File: src/hdl/tcf_pkg.sv
// Constants for the timestamp to calendar conversion.
// No dependencies.
package tcf_pkg;
  localparam int unsigned TsW = 49;
  localparam int unsigned DefMaxYear = 9999;
  localparam int unsigned YearW = 14;
  localparam logic [TsW-1:0] MsSec = 49'd1000;
  localparam logic [TsW-1:0] MsMin = 49'd60000;
  localparam logic [TsW-1:0] MsHour = 49'd3600000;
  localparam logic [TsW-1:0] MsDay = 49'd86400000;
  localparam logic [TsW-1:0] Ms28 = 49'd2419200000;
  localparam logic [TsW-1:0] Ms29 = 49'd2505600000;
  localparam logic [TsW-1:0] Ms30 = 49'd2592000000;
  localparam logic [TsW-1:0] Ms31 = 49'd2678400000;
  localparam logic [TsW-1:0] Ms365 = 49'd31536000000;
  localparam logic [TsW-1:0] Ms366 = 49'd31622400000;
  localparam logic [TsW-1:0] Ms4Y = 49'd126230400000;
  localparam logic [TsW-1:0] Ms100Y = 49'd3155673600000;
  localparam logic [TsW-1:0] Ms400Y = 49'd12622780800000;

  function automatic logic [4:0] mon_len(input logic [3:0] m, input logic leap);
    logic [4:0] d;
    case (m)
      4'd2: d = leap ? 5'd29 : 5'd28;
      4'd4, 4'd6, 4'd9, 4'd11: d = 5'd30;
      default: d = 5'd31;
    endcase
    return d;
  endfunction
endpackage

File: src/hdl/timestamp_to_calendar_fields.sv
// Timestamp to calendar fields on one shared compare/subtract unit; uses tcf_pkg.
// Each calendar or clock unit is one step that subtracts the unit from the
// remaining milliseconds while it fits, then leaves the step; steps run 400,
// 100 and 4 years, year, month, day, hour, minute and second.
// Not ready while busy: a new beat is taken only after the result is accepted.
// Reset: asynchronous, active low, clears the sequencer and all registers.
module timestamp_to_calendar_fields
  import tcf_pkg::*;
#(
  parameter int unsigned MAX_YEAR = DefMaxYear
) (
  input  logic clk_i,
  input  logic rst_ni,
  input  logic in_valid_i,
  output logic in_ready_o,
  input  logic [TsW-1:0] timestamp_ms_i,
  output logic out_valid_o,
  input  logic out_ready_i,
  output logic valid_res_o,
  output logic [YearW-1:0] year_o,
  output logic [3:0] month_o,
  output logic [4:0] day_o,
  output logic [4:0] hour_o,
  output logic [5:0] minute_o,
  output logic [5:0] second_o,
  output logic [9:0] millisecond_o,
  output logic [2:0] weekday_o,
  output logic [8:0] day_of_year_o
);
  typedef enum logic [3:0] {
    S_IDLE, S_C400, S_C100, S_C4, S_YEAR, S_MON, S_DAY, S_HOUR, S_MIN, S_SEC, S_OUT
  } state_e;

  localparam int unsigned YW = 20;

  state_e state_q;
  logic [TsW-1:0] rem_q;
  logic [YW-1:0] yr_q;
  logic [8:0] cyc_q;
  logic [3:0] mon_q;
  logic [4:0] day_q;
  logic [8:0] doy_q;
  logic [2:0] wd_q;
  logic [5:0] tq_q;
  logic [4:0] hour_q;
  logic [5:0] min_q, sec_q;
  logic [9:0] ms_q;
  logic out_q;

  logic [TsW-1:0] sub_b, sub_r;
  logic sub_ge;
  logic leap;
  logic [4:0] mlen;
  logic [TsW-1:0] mlen_ms;
  logic [2:0] mon_wd;
  logic ok;

  function automatic logic [2:0] wd_add(input logic [2:0] a, input logic [2:0] b);
    logic [3:0] s;
    s = {1'b0, a} + {1'b0, b};
    return (s >= 4'd7) ? 3'(s - 4'd7) : s[2:0];
  endfunction

  // cyc_q is the year offset within the current 400-year cycle
  always_comb begin
    leap = (cyc_q[1:0] == 2'd3) && (cyc_q != 9'd99) && (cyc_q != 9'd199) &&
           (cyc_q != 9'd299);
    mlen = mon_len(mon_q, leap);
    mon_wd = mlen[2:0] - 3'd4;
    case (mlen)
      5'd28: mlen_ms = Ms28;
      5'd29: mlen_ms = Ms29;
      5'd30: mlen_ms = Ms30;
      default: mlen_ms = Ms31;
    endcase
  end

  // shared subtract/compare unit
  always_comb begin
    case (state_q)
      S_C400: sub_b = Ms400Y;
      S_C100: sub_b = Ms100Y;
      S_C4: sub_b = Ms4Y;
      S_YEAR: sub_b = leap ? Ms366 : Ms365;
      S_MON: sub_b = mlen_ms;
      S_DAY: sub_b = MsDay;
      S_HOUR: sub_b = MsHour;
      S_MIN: sub_b = MsMin;
      S_SEC: sub_b = MsSec;
      default: sub_b = '0;
    endcase
    sub_ge = rem_q >= sub_b;
    sub_r = rem_q - sub_b;
  end

  always_ff @(posedge clk_i or negedge rst_ni) begin
    if (!rst_ni) begin
      state_q <= S_IDLE;
      rem_q <= '0;
      yr_q <= '0;
      cyc_q <= '0;
      mon_q <= '0;
      day_q <= '0;
      doy_q <= '0;
      wd_q <= '0;
      tq_q <= '0;
      hour_q <= '0;
      min_q <= '0;
      sec_q <= '0;
      ms_q <= '0;
      out_q <= 1'b0;
    end else begin
      case (state_q)
        S_IDLE: begin
          if (in_valid_i) begin
            rem_q <= timestamp_ms_i;
            yr_q <= YW'(1);
            cyc_q <= '0;
            wd_q <= 3'd1;
            state_q <= S_C400;
          end
        end
        S_C400: begin
          if (sub_ge) begin
            rem_q <= sub_r;
            yr_q <= yr_q + YW'(400);
          end else state_q <= S_C100;
        end
        S_C100: begin
          // stop after three centuries: the last day of the cycle stays here
          if (sub_ge && cyc_q != 9'd300) begin
            rem_q <= sub_r;
            yr_q <= yr_q + YW'(100);
            cyc_q <= cyc_q + 9'd100;
            wd_q <= wd_add(wd_q, 3'd5);
          end else state_q <= S_C4;
        end
        S_C4: begin
          if (sub_ge) begin
            rem_q <= sub_r;
            yr_q <= yr_q + YW'(4);
            cyc_q <= cyc_q + 9'd4;
            wd_q <= wd_add(wd_q, 3'd5);
          end else state_q <= S_YEAR;
        end
        S_YEAR: begin
          if (sub_ge) begin
            rem_q <= sub_r;
            yr_q <= yr_q + YW'(1);
            cyc_q <= cyc_q + 9'd1;
            wd_q <= wd_add(wd_q, leap ? 3'd2 : 3'd1);
          end else begin
            doy_q <= 9'd1;
            mon_q <= 4'd1;
            state_q <= S_MON;
          end
        end
        S_MON: begin
          if (sub_ge && mon_q != 4'd12) begin
            rem_q <= sub_r;
            mon_q <= mon_q + 4'd1;
            doy_q <= doy_q + {4'd0, mlen};
            wd_q <= wd_add(wd_q, mon_wd);
          end else begin
            day_q <= 5'd1;
            state_q <= S_DAY;
          end
        end
        S_DAY: begin
          if (sub_ge) begin
            rem_q <= sub_r;
            day_q <= day_q + 5'd1;
            doy_q <= doy_q + 9'd1;
            wd_q <= wd_add(wd_q, 3'd1);
          end else begin
            tq_q <= '0;
            state_q <= S_HOUR;
          end
        end
        S_HOUR, S_MIN, S_SEC: begin
          if (sub_ge) begin
            rem_q <= sub_r;
            tq_q <= tq_q + 6'd1;
          end else begin
            tq_q <= '0;
            if (state_q == S_HOUR) begin
              hour_q <= tq_q[4:0];
              state_q <= S_MIN;
            end else if (state_q == S_MIN) begin
              min_q <= tq_q;
              state_q <= S_SEC;
            end else begin
              sec_q <= tq_q;
              ms_q <= rem_q[9:0];
              out_q <= 1'b1;
              state_q <= S_OUT;
            end
          end
        end
        S_OUT: begin
          if (out_ready_i) begin
            out_q <= 1'b0;
            state_q <= S_IDLE;
          end
        end
        default: state_q <= S_IDLE;
      endcase
    end
  end

  assign ok = yr_q <= YW'(MAX_YEAR);
  assign in_ready_o = state_q == S_IDLE;
  assign out_valid_o = out_q;
  assign valid_res_o = ok;
  assign year_o = ok ? yr_q[YearW-1:0] : '0;
  assign month_o = ok ? mon_q : '0;
  assign day_o = ok ? day_q : '0;
  assign day_of_year_o = ok ? doy_q : '0;
  assign weekday_o = ok ? wd_q : '0;
  assign hour_o = ok ? hour_q : '0;
  assign minute_o = ok ? min_q : '0;
  assign second_o = ok ? sec_q : '0;
  assign millisecond_o = ok ? ms_q : '0;
endmodule

File: config.mk
export PLATFORM = sky130hd
export DESIGN_NAME = timestamp_to_calendar_fields
export DESIGN_NICKNAME = d
export VERILOG_FILES = /design/src/hdl/tcf_pkg.sv /design/src/hdl/timestamp_to_calendar_fields.sv
export SDC_FILE = /design/constraint.sdc
export NUM_CORES = 1
export LEC_CHECK = 0
export BUFFER_PORTS_ARGS = -buffer_cell sky130_fd_sc_hd__buf_2
export CAP_MARGIN = 5
export CORE_MARGIN = 2
export CORE_UTILIZATION = 45
export CTS_CLUSTER_SIZE = 25
export DETAILED_ROUTE_END_ITERATION = 8
export PLACE_DENSITY = 0.7
export SYNTH_ARGS = -nofsm -noshare
export SYNTH_HDL_FRONTEND = slang
export SYNTH_SLANG_ARGS = --single-unit
File: constraint.sdc
create_clock -name clk_i -period 6.3 [get_ports clk_i]
set_input_delay 1.89 -clock clk_i [delete_from_list [all_inputs] [get_ports clk_i]]
set_output_delay 1.89 -clock clk_i [all_outputs]
set_load 0.02 [all_outputs]
==> run_results.csv <==
group,metric,value,unit
clocking,clock_latency,440,ps
worst_hold_path,hold_class,"reg2reg",
clocking,clk_root_buffer_cell,"sky130_fd_sc_hd__clkbuf_16",
power_and_ir_drop,switching_share,23.98,%
critical_path,cp_cell_sequence,"inv_1 > ha_1 > nand2_1 > o21ai_0 > nand3_1 > nand3_1 > a211oi_1 > a21oi_1 > buf_4 > inv_1 > ha_1 > a21boi_0 > nor2b_1 > ha_1 > nand4_1 > nor3_1 > nand3_1 > a21oi_1 > nand2_1 > a21o_1 > a21oi_2 > a21oi_1 > or4_1 > a21oi_1",
finish,syn2layout_area_growth,13.17,%
critical_path,worst_ep_arrival_time,6260,ps
floorplan,dieHeight,165.1,um
critical_path,crit_path_end_kind,"flop",
logic_synthesis,synth_simple_gate_area_share,22.57,%
logic_synthesis,synth-main-ff-cell,"sky130_fd_sc_hd__dfrtp_1",
critical_path,reg2reg_setup_slack,390,ps
logic_synthesis,seq_area_frac_synth,29.37,%
placement,placed_cell_area,12570,sq um
logic_synthesis,synthesis.area,11670,sq um
logic_synthesis,synthAdderAreaFrac,8.767,%
logic_synthesis,share_of_the_synthesized_area_in_compound_gates_ao_oa_aoi_oai,26.05,%
global_routing,number_of_antenna_violations_at_the_first_check_in_global_routing,0,
critical_path,worst_path_most_repeated_cell,"sky130_fd_sc_hd__a21oi_1",
drt,dr_wl_met3,1.801,mm
sta,slew_at_the_pin_closest_to_its_max_slew_limit,934.0,ps
drt,met2WireLength,17.06,mm
clocking,htree_num_levels,4,
global_routing,pin_count_of_the_biggest_net_entering_global_routing,94,
power_and_ir_drop,powerDensity,149.3,nW/um^2
logic_synthesis,mux_contribution_to_synthesized_area,4.394,%
sta,setup_viol,0,
power_and_ir_drop,vdd_drop_max,145.3,uV
drt,routed_wl,34.71,mm
drt,drc,0,
global_routing,grt_use_total,25.45,%
finish,area.sequential,3428,sq um
sta,max-slew-margin-rel,37.73,%
floorplan,start_util,46.09,%
logic_synthesis,number_of_nets_produced_by_synthesis,1611,
sta,hold_viol_final,0,
logic_synthesis,yosysTopAreaCellShare,29.37,%
clocking,cts-hold-fix-buffers,0,
sta,finalSetupTns,0,ps
finish,nNetsFinal,1694,
sta,drv_slew,0,
clocking,post_cts_buffers,0,
clocking,cts_resized,0,
floorplan,core.rowCount,58,
clocking,cts_max_path_buffers,2,
logic_synthesis,synthesis.yosys.warnings,0,
logic_synthesis,netlist.top_cell.by_area,"sky130_fd_sc_hd__dfrtp_1",
clocking,cts_made_buffers,17,
power_and_ir_drop,sequential_power_share,44.6,%
sta,fin_crit,5907,ps
global_routing,globalRoute.totalOverflow,0,
global_routing,first_global_vias,10730,
logic_synthesis,synthesis.instances,1478,
critical_path,cpPeakStageDelay,500,ps
critical_path,worst_path_max_delay_cell,"sky130_fd_sc_hd__a21oi_2",
critical_path,critical_path_buf_inv_count,3,
job,count_of_maximum_capacitance_violations,0,
critical_path,ws_path_type,"reg2reg",
placement,place_congestion,0.9697,
drt,route.vias.total,11440,
clocking,tritoncts,"done",
drt,ant_nets,0,
sta,finalCritPeriodShare,93.76,%
critical_path,critical_path_s_top_delay_family,"compound AO/OA/AOI/OAI gates",
critical_path,worst-endpoint-required,6660,ps
drt,drt_first_pass_iters,6,
sta,max_clk_rate,0.1693,GHz
floorplan,design.portCount,118,
finish,final_layout_size_suffix_gt1_share,15.63,%
placement,place.detailed.hpwl,25.35,mm
sta,skew,12.35,ps
drt,drt-initial-drc-count,979,
logic_synthesis,postSynthRegisterBits,137,
logic_synthesis,dominant_combinational_cell_family_by_area_after_synthesis,"compound AO/OA/AOI/OAI gates",
finish,antenna_cells_inserted,0,
global_routing,grt_first_pass_wirelength,55.26,mm
critical_path,startpoint_class_of_the_critical_path,"flop",
finish,finalInstanceArea,13210,sq um
sta,grt_setup_unrepaired,"false",
placement,io_buffers,117,
run_status,outcome,"finished, final reports clean",
drt,vias_per_cell,6.007,
critical_path,crit_path_max_fanout,7,
drt,route.top_layer_used,"met4",
power_and_ir_drop,power.net_switching,0.0004728,W
logic_synthesis,synth_xor_xnor_area_share,4.051,%
clocking,path_clk_slew,70,ps
power_and_ir_drop,total_leakage_power,5.788,nW
floorplan,dieWidth,165.1,um
logic_synthesis,synth.top_cells.by_count,"sky130_fd_sc_hd__nand2_1 (156), sky130_fd_sc_hd__o21ai_0 (156), sky130_fd_sc_hd__a21oi_1 (143)",
finish,multi_input_gate_area_in_the_final_layout,7740,sq um
finish,fill_cells,2448,
floorplan,fp.coreArea,25330,sq um
power_and_ir_drop,p_total,0.001972,W
power_and_ir_drop,share_clk_of_total_power,53.5,%
drt,met1_length,15.13,mm
power_and_ir_drop,combPwrFrac,1.9,%
logic_synthesis,synthArstFlopShare,100.0,%
logic_synthesis,synth-edff-count,0,
clocking,tritoncts_num_sinks,137,
floorplan,die_area,27250,sq um
drt,wire_per_inst,18.23,um
power_and_ir_drop,p_int,0.001499,W
logic_synthesis,syn_avg_cell_area,7.898,sq um
logic_synthesis,synthDistinctLibCells,84,
logic_synthesis,synth_top_cells_by_area,"sky130_fd_sc_hd__dfrtp_1 (29%), sky130_fd_sc_hd__ha_1 (8.3%), sky130_fd_sc_hd__o21ai_0 (6.7%), sky130_fd_sc_hd__a21oi_1 (6.1%), sky130_fd_sc_hd__nand2_1 (5.0%)",
metrics by stage:
stage	setup slack (ps)	instances	hold WS [ps]	utilization, %
after floorplan	1342	1478	441.7	-
after global placement	708.3	1871	464.6	49.64
after detailed placement	497.5	1871	472.9	49.64
after CTS	437.3	1903	482.0	52.02
after global routing	51.51	1904	510.1	52.16
final	393.3	1904	481.7	52.16
area by class of cell:
cell class,count,area share (%)
multi-input combinational,1208,58.59
sequential,137,25.95
timing repair buffer,150,6.449
clock buffer,19,3.353
tap,330,3.125
inverter,47,1.335
clock inverter,13,1.203
flip-flops by register name (all words and copies together) (netlist names), 6 cells and up:
signal,cells
rem_q,49
doy_q,9
tq_q,6
yr_q,20
ms_q,10
sec_q,6
cyc_q,9
min_q,6
worst paths after layout:
| check | to | from | depth (start not counted) |
|---|---|---|---|
| setup / recovery | mon_q[3] | cyc_q[2] | 24 |
| min in group asynchronous | yr_q[8] | rst_ni | 1 |
| hold reg to reg | yr_q[19] | yr_q[19] | 1 |
| max in group asynchronous | rem_q[44] | rst_ni | 2 |
| hold / removal | yr_q[19] | yr_q[19] | 1 |
| setup reg to reg | mon_q[3] | cyc_q[2] | 24 |
layout by cell type (no fill, tap or decap), types with 34 or more instances in the layout:
cell	n
sky130_fd_sc_hd__nand3_1	34
sky130_fd_sc_hd__and2_1	72
sky130_fd_sc_hd__nor2_1	134
sky130_fd_sc_hd__dfrtp_1	137
sky130_fd_sc_hd__nand2_1	154
sky130_fd_sc_hd__a21oi_1	141
sky130_fd_sc_hd__inv_1	46
sky130_fd_sc_hd__buf_2	116
sky130_fd_sc_hd__ha_1	77
sky130_fd_sc_hd__o21ai_0	156
power groups by stage:
stage | clock network (W) | registers, W | logic, W
after floorplan | 0 | 0.000896 | 0.000000576
after global placement | 0 | 0.000896 | 0.0000388
after detailed placement | 0 | 0.000896 | 0.0000387
after CTS | 0.00106 | 0.000879 | 0.0000389
after global routing | 0.00110 | 0.000879 | 0.0000425
final | 0.00106 | 0.000879 | 0.0000372
cells by family after synthesis:
kind of cell	count (synthesis)
XOR/XNOR	54
AO/OA/AOI/OAI	491
flip-flops	137
adder cells (fa/ha/maj)	80
multiplexers	46
buffers and inverters	134
AND/OR/NAND/NOR	536
per-layer routing:
metal | vias up | global-route usage (%)
li1 | 5510 | -
met1 | 5485 | 33.78
met2 | 391 | 43.28
met3 | 51 | 3.347
met4 | 0 | 7.628
met5 | - | 0
worst register-to-register path, cell delays in order, from the launching register on:
cell,delay [ps]
sky130_fd_sc_hd__dfrtp_1,470
sky130_fd_sc_hd__inv_1,130
sky130_fd_sc_hd__ha_1,220
sky130_fd_sc_hd__nand2_1,50
sky130_fd_sc_hd__o21ai_0,80
sky130_fd_sc_hd__nand3_1,90
sky130_fd_sc_hd__nand3_1,220
sky130_fd_sc_hd__a211oi_1,330
sky130_fd_sc_hd__a21oi_1,70
sky130_fd_sc_hd__buf_4,170
sky130_fd_sc_hd__inv_1,140
sky130_fd_sc_hd__ha_1,290
sky130_fd_sc_hd__a21boi_0,290
sky130_fd_sc_hd__nor2b_1,190
sky130_fd_sc_hd__ha_1,250
sky130_fd_sc_hd__nand4_1,320
sky130_fd_sc_hd__nor3_1,280
sky130_fd_sc_hd__nand3_1,130
sky130_fd_sc_hd__a21oi_1,240
sky130_fd_sc_hd__nand2_1,150
sky130_fd_sc_hd__a21o_1,310
sky130_fd_sc_hd__a21oi_2,500
sky130_fd_sc_hd__a21oi_1,250
sky130_fd_sc_hd__or4_1,500
sky130_fd_sc_hd__a21oi_1,160
Power figures use the tool's default switching activity.
